[config.mk]
export PLATFORM = sky130hd
export DESIGN_NAME = kac_cell_upd
export DESIGN_NICKNAME = d
export VERILOG_FILES = /design/src/design/zero_one_knapsack_engine_core_assert.svh /design/src/design/kac_pkg.sv /design/src/design/kac_cell_upd.sv
export SDC_FILE = /design/constraint.sdc
export NUM_CORES = 1
export LEC_CHECK = 0
export ABC_AREA = 1
export CORE_MARGIN = 3
export CORE_UTILIZATION = 55
export DETAILED_ROUTE_END_ITERATION = 7
export DONT_BUFFER_PORTS = 1
export PLACE_DENSITY = 0.7
export SLEW_MARGIN = 20
export SYNTH_ARGS = -nofsm -noshare
export SYNTH_HDL_FRONTEND = slang
export SYNTH_SLANG_ARGS = --single-unit
export TNS_END_PERCENT = 30
[constraint.sdc]
create_clock -name vclk -period 7.5
set_input_delay 1.125 -clock vclk [all_inputs]
set_output_delay 1.125 -clock vclk [all_outputs]
set_load 0.02 [all_outputs]
[src/design/zero_one_knapsack_engine_core_assert.svh]
// Assertion macros shared by the knapsack engine RTL.
`ifndef ZERO_ONE_KNAPSACK_ENGINE_CORE_ASSERT_SVH
`define ZERO_ONE_KNAPSACK_ENGINE_CORE_ASSERT_SVH

// The consequent must hold in the same cycle as the antecedent.
`define KAC_ASSERT_NOW(lbl, clk, rst_n, ante, cons) \
    lbl: assert property (@(posedge clk) disable iff (!rst_n) (ante) |-> (cons)) \
        else $error("knapsack engine: assertion failed");

// The consequent must hold in the cycle after the antecedent.
`define KAC_ASSERT_NEXT(lbl, clk, rst_n, ante, cons) \
    lbl: assert property (@(posedge clk) disable iff (!rst_n) (ante) |=> (cons)) \
        else $error("knapsack engine: assertion failed");

`endif

[src/design/kac_pkg.sv]
// Package with the shared types and constants of the knapsack engine.
`default_nettype none

package kac_pkg;

    localparam int CAP_MAX_DEF = 1023;
    localparam int CAP_W       = 10;
    localparam int WEIGHT_W    = 16;
    localparam int VALUE_W     = 16;
    localparam int BEST_W      = 32;
    localparam int CMP_W       = 17;

    typedef enum logic [2:0] {
        S_IDLE,
        S_SWEEP,
        S_DRAIN,
        S_EMIT,
        S_CLEAR
    } kac_state_t;

    typedef struct packed {
        logic sweep_wr;
        logic clear_wr;
        logic fits;
        logic capture;
        logic out_load;
        logic clearing;
    } kac_ctrl_t;

endpackage

`default_nettype wire

[src/design/kac_cell_upd.sv]
// Update of one row entry: saturating add of the item value and, if the item fits, keep the larger.
`default_nettype none

module kac_cell_upd (
    input  wire logic [kac_pkg::BEST_W-1:0]  cur_best,
    input  wire logic [kac_pkg::BEST_W-1:0]  src_best,
    input  wire logic [kac_pkg::VALUE_W-1:0] item_value,
    input  wire logic                        fits,
    output logic      [kac_pkg::BEST_W-1:0]  new_best
);

    logic [kac_pkg::BEST_W:0]   sum;
    logic [kac_pkg::BEST_W-1:0] cand;

    always_comb begin
        sum  = {1'b0, src_best} + (kac_pkg::BEST_W + 1)'(item_value);
        cand = sum[kac_pkg::BEST_W] ? '1 : sum[kac_pkg::BEST_W-1:0];
        if (fits && (cand > cur_best)) begin
            new_best = cand;
        end else begin
            new_best = cur_best;
        end
    end

endmodule

`default_nettype wire

==> results.sh <==
export IMPL_dr_total_vias=3618
export IMPL_synth_cell_types=34
export IMPL_clkbuf_count=0
export IMPL_hp_class="input port to primary output"
export IMPL_final_min_clock_period_ns=6.272
export IMPL_rsz0062_at_grt="false"
export IMPL_cts_setup_buffers=0
export IMPL_final_common_cell="nand2_1"
export IMPL_via_per_inst=5.236
export IMPL_p_leak_nw=2.198
export IMPL_final_cell_area_um2=3296
export IMPL_dp_hpwl_um=7639
export IMPL_yosys_top_cells_area="nand2_1 30%, ha_1 18%, inv_1 14%"
export IMPL_peakVddDrop_mv=0.04618
export IMPL_drv_slew=0
export IMPL_synth_yosys_seq_area_share=0
export IMPL_grt_pass1_wl_um=14610
export IMPL_place_port_buffers=0
export IMPL_firstDrtPassIters=5
export IMPL_postPlaceCellArea_um2=3296
export IMPL_min_path_cells=2
export IMPL_syn_inst=626
export IMPL_grt_overflow_total=0
export IMPL_cp_max_fo=29
export IMPL_critical_path_startpoint_type="input port"
export IMPL_cap_violations=0
export IMPL_drtAntennaViolNets=0
export IMPL_grt_max_degree=30
export IMPL_drt_iter0_drc=172
export IMPL_syn_avg_cell_area_um2=5.207
export IMPL_syn2layout_area_growth_pct=1.113
export IMPL_synth_top_area_frac=0.3006
export IMPL_timing_setup_tns_ns=0
export IMPL_start_util=0.5812
export IMPL_clock_fmax_mhz=159.4
export IMPL_power_density_nw_per_um2=77.46
export IMPL_hold_buffers=0
export IMPL_drc=0
export IMPL_fp_dieH_um=82.98
export IMPL_end_kind="primary output"
export IMPL_slew_headroom=0.6668
export IMPL_cp_arrival_ns=5.15
export IMPL_total_power_mw=0.2553
export IMPL_status="finished, final reports clean"
export IMPL_hold_viol=0
export IMPL_synth_area_um2=3259
export IMPL_ios=113
export IMPL_ctsResizeCount=0
export IMPL_seq_cells=0
export IMPL_n_antenna_cell=0
export IMPL_worst_ep_required_time_ns=6.38
export IMPL_wl_um=8518
export IMPL_final_cell_mix="261 x nand2_1, 118 x inv_1, 48 x ha_1"
export IMPL_worst_slew_pin_slew_ns=0.4957
export IMPL_die_w_um=82.98
export IMPL_critPathKind="input port to primary output"
export IMPL_synth_nets=756
export IMPL_setup_violations=0
export IMPL_fin_crit_sh=0.8363
export IMPL_drive_above_1_share=0.06462
export IMPL_routedWlPerCell_um=12.33
export IMPL_holdPathEnd="new_best[18]"
export IMPL_seq_area_um2=0
export IMPL_grt_pass1_vias=3316
export IMPL_min_delay_start="cur_best[18]"
export IMPL_track_usage=0.2413
export IMPL_num_rows=27
export IMPL_fp_coreArea_um2=5608
export IMPL_synth_area_leader_cell="nand2_1"
export IMPL_nets=751
export IMPL_antenna_found_initial=0
export IMPL_yosys_warnings=0
export IMPL_gp_congestion=0.9296
export IMPL_die_area_um2=6886
## cell type report
class	instances	area [um^2]
timing repair buffer	1	7.507
multi-input combinational	494	2733
fill	629	2312
inverter	124	465.4
tap	72	90.09
## cell families after synthesis
| kind of cell | Yosys count | synth area share |
|---|---|---|
| AOI/OAI and AO/OA | 46 | 0.07639 |
| and+or+nand+nor | 391 | 0.5501 |
| adders and majority gates | 49 | 0.1904 |
| buffers and inverters | 132 | 0.1616 |
| xor gates and xnor gates | 8 | 0.02150 |
## worst max-delay path, stage by stage
cell and delay [ns]:
ha_1 0.20, fa_1 0.40, nand2_1 0.08, nand2_1 0.06, and2_4 0.15, nand2_1 0.05
nand2_1 0.07, nand2_1 0.09, nand2_2 0.08, nand3_4 0.36, inv_2 0.16, nor2_1 0.23
inv_1 0.07, ha_1 0.29, nand4_1 0.13, nor3_1 0.24, nand2_1 0.07, nand2_1 0.07
inv_2 0.03, nand2_1 0.31, buf_4 0.36, inv_2 0.22, nand2_1 0.12, nand2_1 0.15
## synthesized netlist by cell type, types with 6 or more instances
cell type	instances
inv_1	118
nand4_1	11
nand3_4	8
nand3_2	12
nand2_1	261
xor2_1	6
inv_2	6
ha_1	48
a21oi_1	22
buf_2	6
nor3_1	8
o21ai_1	12
nor2_1	41
nand3_1	34
## routing by layer
| layer | GRT usage | vias up | part of all wire |
|---|---|---|---|
| met1 | 0.3532 | 1557 | 0.49 |
| met4 | 0.04160 | 0 | 0.018 |
| met5 | 0 | - | 0 |
| met3 | 0.01786 | 14 | 0.062 |
| li1 | - | 1934 | - |
| met2 | 0.3885 | 113 | 0.43 |
## worst max path at each step
stage,start,endpoint,slack (ns),cells after the start
final,src_best[0],new_best[20],1.23,24
after global routing,src_best[0],new_best[21],0.72,24
after CTS,src_best[0],new_best[17],1.21,25
after detailed placement,src_best[0],new_best[17],1.23,25
after global placement,src_best[0],new_best[9],1.32,24
after floorplan,src_best[0],new_best[1],2.30,24
## per-stage QoR
step / util / worst slack, ns / hold WS (ns) / instances
floorplan: - / 2.301 / 2.424 / 626
global placement: 0.5877 / 1.318 / 2.431 / 691
detailed placement: 0.5877 / 1.226 / 2.430 / 691
CTS: 0.5877 / 1.211 / 2.430 / 691
global route: 0.5877 / 0.7180 / 2.440 / 691
finish: 0.5877 / 1.228 / 2.429 / 691
## power by group
group	switching, mW	internal (mW)	leakage [nW]	total [mW]
Sequential	0	0	0	0
Clock	0	0	0	0
Combinational	0.170	0.0858	2.20	0.255
Total	0.170	0.0858	2.20	0.255
Power figures use the tool's default switching activity.
