[src/design/zero_one_knapsack_engine_core_assert.svh]
// Assertion macros shared by the knapsack engine RTL.
`ifndef ZERO_ONE_KNAPSACK_ENGINE_CORE_ASSERT_SVH
`define ZERO_ONE_KNAPSACK_ENGINE_CORE_ASSERT_SVH

// The consequent must hold in the same cycle as the antecedent.
`define KAC_ASSERT_NOW(lbl, clk, rst_n, ante, cons) \
    lbl: assert property (@(posedge clk) disable iff (!rst_n) (ante) |-> (cons)) \
        else $error("knapsack engine: assertion failed");

// The consequent must hold in the cycle after the antecedent.
`define KAC_ASSERT_NEXT(lbl, clk, rst_n, ante, cons) \
    lbl: assert property (@(posedge clk) disable iff (!rst_n) (ante) |=> (cons)) \
        else $error("knapsack engine: assertion failed");

`endif

[src/design/kac_pkg.sv]
// Package with the shared types and constants of the knapsack engine.
`default_nettype none

package kac_pkg;

    localparam int CAP_MAX_DEF = 1023;
    localparam int CAP_W       = 10;
    localparam int WEIGHT_W    = 16;
    localparam int VALUE_W     = 16;
    localparam int BEST_W      = 32;
    localparam int CMP_W       = 17;

    typedef enum logic [2:0] {
        S_IDLE,
        S_SWEEP,
        S_DRAIN,
        S_EMIT,
        S_CLEAR
    } kac_state_t;

    typedef struct packed {
        logic sweep_wr;
        logic clear_wr;
        logic fits;
        logic capture;
        logic out_load;
        logic clearing;
    } kac_ctrl_t;

endpackage

`default_nettype wire

[src/design/kac_seq.sv]
// Sequencer: row sweep addressing, write-back pipeline stage and clearing pass.
`default_nettype none

module kac_seq #(
    parameter int CAP_MAX = kac_pkg::CAP_MAX_DEF,
    parameter int AW      = $clog2(CAP_MAX + 1)
) (
    input  wire logic                          aclk,
    input  wire logic                          aresetn,
    input  wire logic                          in_valid,
    input  wire logic [kac_pkg::WEIGHT_W-1:0]  in_weight,
    input  wire logic [kac_pkg::VALUE_W-1:0]   in_value,
    input  wire logic                          in_last,
    input  wire logic [kac_pkg::CAP_W-1:0]     capacity,
    input  wire logic                          out_free,
    output logic                               in_ready,
    output logic      [AW-1:0]                 rd_a_addr,
    output logic      [AW-1:0]                 rd_b_addr,
    output logic      [AW-1:0]                 wr_addr,
    output logic      [kac_pkg::VALUE_W-1:0]   item_value,
    output kac_pkg::kac_ctrl_t                 ctrl
);

    kac_pkg::kac_state_t state_reg, state_next;

    logic [kac_pkg::WEIGHT_W-1:0] weight_reg;
    logic [kac_pkg::VALUE_W-1:0]  value_reg;
    logic                         last_reg;
    logic [AW-1:0]                top_reg;
    logic [AW-1:0]                w_reg;
    logic [AW-1:0]                clr_reg;
    logic                         pend_valid_reg;
    logic [AW-1:0]                pend_addr_reg;
    logic                         pend_fit_reg;
    logic                         pend_first_reg;

    logic [kac_pkg::CMP_W-1:0] cap_ext;
    logic [AW-1:0]             top_eff;
    logic                      accept;
    logic                      fits_now;

    always_comb begin
        cap_ext  = kac_pkg::CMP_W'(capacity);
        top_eff  = (cap_ext > kac_pkg::CMP_W'(CAP_MAX)) ? AW'(CAP_MAX) : AW'(cap_ext);
        accept   = in_valid && in_ready;
        fits_now = kac_pkg::WEIGHT_W'(w_reg) >= weight_reg;
    end

    always_comb begin
        state_next = state_reg;
        unique case (state_reg)
            kac_pkg::S_IDLE: begin
                if (accept) begin
                    state_next = kac_pkg::S_SWEEP;
                end
            end
            kac_pkg::S_SWEEP: begin
                if (w_reg == '0) begin
                    state_next = last_reg ? kac_pkg::S_DRAIN : kac_pkg::S_IDLE;
                end
            end
            kac_pkg::S_DRAIN: begin
                state_next = kac_pkg::S_EMIT;
            end
            kac_pkg::S_EMIT: begin
                if (out_free) begin
                    state_next = kac_pkg::S_CLEAR;
                end
            end
            kac_pkg::S_CLEAR: begin
                if (clr_reg == AW'(CAP_MAX)) begin
                    state_next = kac_pkg::S_IDLE;
                end
            end
            default: begin
                state_next = kac_pkg::S_CLEAR;
            end
        endcase
    end

    always_comb begin
        in_ready      = 1'b0;
        ctrl.out_load = 1'b0;
        ctrl.clear_wr = 1'b0;
        ctrl.clearing = 1'b0;
        wr_addr       = pend_addr_reg;
        unique case (state_reg)
            kac_pkg::S_IDLE: begin
                in_ready = 1'b1;
            end
            kac_pkg::S_EMIT: begin
                ctrl.out_load = out_free;
            end
            kac_pkg::S_CLEAR: begin
                ctrl.clear_wr = 1'b1;
                ctrl.clearing = 1'b1;
                wr_addr       = clr_reg;
            end
            default: begin
                in_ready = 1'b0;
            end
        endcase
        ctrl.sweep_wr = pend_valid_reg;
        ctrl.fits     = pend_fit_reg;
        ctrl.capture  = pend_valid_reg && pend_first_reg && last_reg;
        rd_a_addr     = w_reg;
        rd_b_addr     = w_reg - AW'(weight_reg);
        item_value    = value_reg;
    end

    always_ff @(posedge aclk) begin
        if (!aresetn) begin
            state_reg      <= kac_pkg::S_CLEAR;
            clr_reg        <= '0;
            pend_valid_reg <= 1'b0;
        end else begin
            state_reg      <= state_next;
            pend_valid_reg <= (state_reg == kac_pkg::S_SWEEP);
            if (state_reg == kac_pkg::S_CLEAR) begin
                clr_reg <= clr_reg + AW'(1);
            end else begin
                clr_reg <= '0;
            end
        end
    end

    always_ff @(posedge aclk) begin
        if (accept) begin
            weight_reg <= in_weight;
            value_reg  <= in_value;
            last_reg   <= in_last;
            top_reg    <= top_eff;
            w_reg      <= top_eff;
        end else if (state_reg == kac_pkg::S_SWEEP) begin
            w_reg <= w_reg - AW'(1);
        end
        pend_addr_reg  <= w_reg;
        pend_fit_reg   <= fits_now;
        pend_first_reg <= (w_reg == top_reg);
    end

endmodule

`default_nettype wire
[config.mk]
export PLATFORM = sky130hd
export DESIGN_NAME = kac_seq
export DESIGN_NICKNAME = d
export VERILOG_FILES = /design/src/design/zero_one_knapsack_engine_core_assert.svh /design/src/design/kac_pkg.sv /design/src/design/kac_seq.sv
export SDC_FILE = /design/constraint.sdc
export NUM_CORES = 1
export LEC_CHECK = 0
export BUFFER_PORTS_ARGS = -buffer_cell sky130_fd_sc_hd__buf_4
export CORE_MARGIN = 2
export CORE_UTILIZATION = 54
export CTS_BUF_LIST = sky130_fd_sc_hd__clkbuf_2
export DETAILED_ROUTE_END_ITERATION = 7
export GPL_TIMING_DRIVEN = 0
export PLACE_DENSITY = 0.83
export SYNTH_ARGS = -nofsm -noshare
export SYNTH_HDL_FRONTEND = slang
export SYNTH_SLANG_ARGS = --single-unit
export TNS_END_PERCENT = 5
[constraint.sdc]
create_clock -name aclk -period 3.4 [get_ports aclk]
set_clock_uncertainty 0.1 [all_clocks]
set_input_delay 0.68 -clock aclk [delete_from_list [all_inputs] [get_ports aclk]]
set_output_delay 0.68 -clock aclk [all_outputs]
set_load 0.02 [all_outputs]
==> flow_summary.json <==
{
  "htree_levels": 3,
  "grt_pass1_vias": 2683,
  "pin_count": 100,
  "synth-seq-cells": 79,
  "yosys.cell_count.top_type": "edfxtp_1",
  "drive_above_1_share_pct": 38.12,
  "hold_class": "primary input to register",
  "root_buffer": "clkbuf_2",
  "crit_path_end_kind": "output port",
  "hold_start": "in_last",
  "cts_tree": "yes",
  "finalPower_uw": 1952,
  "drv_cap": 0,
  "p_per_area_nw_per_um2": 427.3,
  "outcome": "complete, no violations",
  "path_max_fanout": 4,
  "port_buffers": 99,
  "grt_antenna_before_repair": 0,
  "final_cell_area_um2": 4567,
  "r2r_start": "state_reg[1]",
  "power.leakage_uw": 0.001869,
  "initial_core_util_pct": 55.19,
  "setup.worst_path.start_class": "register",
  "setup_viol": 0,
  "place_area_um2": 4304,
  "fin_crit_ps": 3377,
  "yosys.area.top_type": "edfxtp_1",
  "seqCellArea_um2": 2112,
  "synthesis.instances": 280,
  "die-area_um2": 7073,
  "grt-ovfl-total": 0,
  "slowest_stage": "or4_1",
  "synth_ff_type": "edfxtp_1",
  "yosys_warnings": 0,
  "fin_crit_sh_pct": 99.33,
  "vias_per_cell": 5.457,
  "antenna_left": 0,
  "async_flop_share_pct": 0,
  "rsz0062_at_grt": "true",
  "holdWs_ps": 229.4,
  "maxSlewViolCount": 0,
  "peakVddDrop_mv": 0.2978,
  "synth_seq_area_share_pct": 60.96,
  "area_delta_synth_final_pct": 31.82,
  "gp_congestion": 0.7692,
  "clock_sinks": 79,
  "final_nets": 460,
  "hpwl_um": 5377,
  "yosys-top-cells-count": "edfxtp_1, dfxtp_1, xnor2_1, inv_1",
  "die_y_um": 84.10,
  "core_um2": 6277,
  "clk_latency_ps": 510,
  "chipWidth_um": 84.10,
  "num_vias": 2625,
  "fmaxAchievable_mhz": 296.1,
  "crit_arrival_ps": 2600,
  "n_antenna_cell": 0,
  "ys_types": 42,
  "grt_usage_pct": 22.81,
  "multiInputGateArea_um2": 1301,
  "syn-mean-instance-area_um2": 12.37,
  "critPathLaunch": "weight_reg[1]",
  "netlist_area_um2": 3465,
  "slowest_delay_ps": 430,
  "nFillCells": 428,
  "ys_top_cells_by_area": "edfxtp_1, dfxtp_1, xnor2_1, ha_1, mux2_2",
  "tightest_slew_ps": 1071,
  "first_iter_violations": 267,
  "cp.required_ps": 2620,
  "worstSetupPathType": "register to output port",
  "drt-total-wl_um": 7691,
  "dr.pass1.iters": 4,
  "syn_nets": 341,
  "hold_viol_final": 0,
  "drc": 0,
  "row_count": 29,
  "wl_per_cell_um": 15.99,
  "cts.clk_slew.worst_paths_ps": 210,
  "slew_headroom_pct": 28.59,
  "synth_edf_count": 53,
  "cp_cell_sequence": "inv_1 > ha_4 > a21o_1 > a221o_1 > or4_1 > nand4_1 > buf_4",
  "grt_max_degree": 53,
  "grt_pass1_wl_um": 12450,
  "clock_path_buffers": 2,
  "yosys.area.top_type_share_pct": 45.94,
  "cts_made_buffers": 9
}
-- cell families (layout without fill, tap and decap cells) --
group | Yosys count | count (layout) | synth area share [%]
multiplexers | 12 | 12 | 3.864
buffers and inverters | 26 | 150 | 3.286
AO/OA/AOI/OAI | 46 | 46 | 7.981
XOR/XNOR | 26 | 26 | 6.573
AND/OR/NAND/NOR | 77 | 77 | 12.06
flip-flops | 79 | 79 | 60.96
adder cells (fa/ha/maj) | 14 | 14 | 5.273
-- area by class of cell --
cell class	count	area share (%)
tap	77	2.110
buffer	9	1.096
inverter	17	1.397
clock buffer	9	0.9863
timing repair buffer	108	17.75
clock inverter	7	1.918
sequential	79	46.25
multi-input combinational	175	28.49
-- per-layer routing --
metal | wire [um] | track usage, %
met5 | 0 | 0
met4 | 127 | 9.384
met3 | 547 | 6.924
met2 | 3975 | 39.39
met1 | 3040 | 26.42
-- timing repair --
item,in CTS,in global routing
setup endpoints to repair,4,4
pin swaps,3,1
resized for setup,8,2
hold buffers,0,0
setup buffers,9,0
-- power breakdown --
group          leakage, uW  internal, uW  switching, uW  total [uW]
Clock            0.0000831           239            318         557
Sequential        0.000695          1060           21.5        1080
Combinational      0.00109           149            161         310
-- placed cells by master, fill, tap and decap left out, types with 4 or more instances in the layout --
cell type,count
buf_4,111
edfxtp_1,53
dfxtp_1,26
xnor2_1,19
o21ai_0,16
nand2_1,16
inv_1,15
a21oi_1,13
nor2_1,11
mux2_2,11
ha_1,9
clkbuf_2,9
nand4_1,7
xor2_1,7
and3_1,6
nand3_1,6
nor3_1,6
nor4_1,5
buf_2,4
or3_1,4
ha_4,4
-- critical path: cells and delay by family, from the launching register on --
kind / cells / cell delay [ps]
compound gates: 2 / 590
simple gates: 2 / 550
flops: 1 / 420
buf+inv: 2 / 310
fa+ha+maj: 1 / 230
-- worst paths after layout --
| path | slack, ps | depth (start not counted) | endpoint |
|---|---|---|---|
| setup / recovery | 20 | 7 | rd_b_addr[7] |
| hold / removal | 230 | 1 | last_reg |
| setup reg to reg | 960 | 5 | rd_a_addr[0] |
| hold reg to reg | 410 | 1 | clr_reg[0] |
-- metrics by stage --
step | instances | util [%] | setup TNS (ps) | setup WS, ps
3_5_place_dp | 456 | 68.57 | 0 | 299.7
5_1_grt | 481 | 72.75 | -309.0 | -122.3
6_report | 481 | 72.75 | 0 | 22.87
4_1_cts | 481 | 72.71 | 0 | 1.182
2_1_floorplan | 280 | - | 0 | 487.5
3_3_place_gp | 456 | 68.57 | 0 | 387.8
Note: power is estimated with default switching activity, not from simulation.
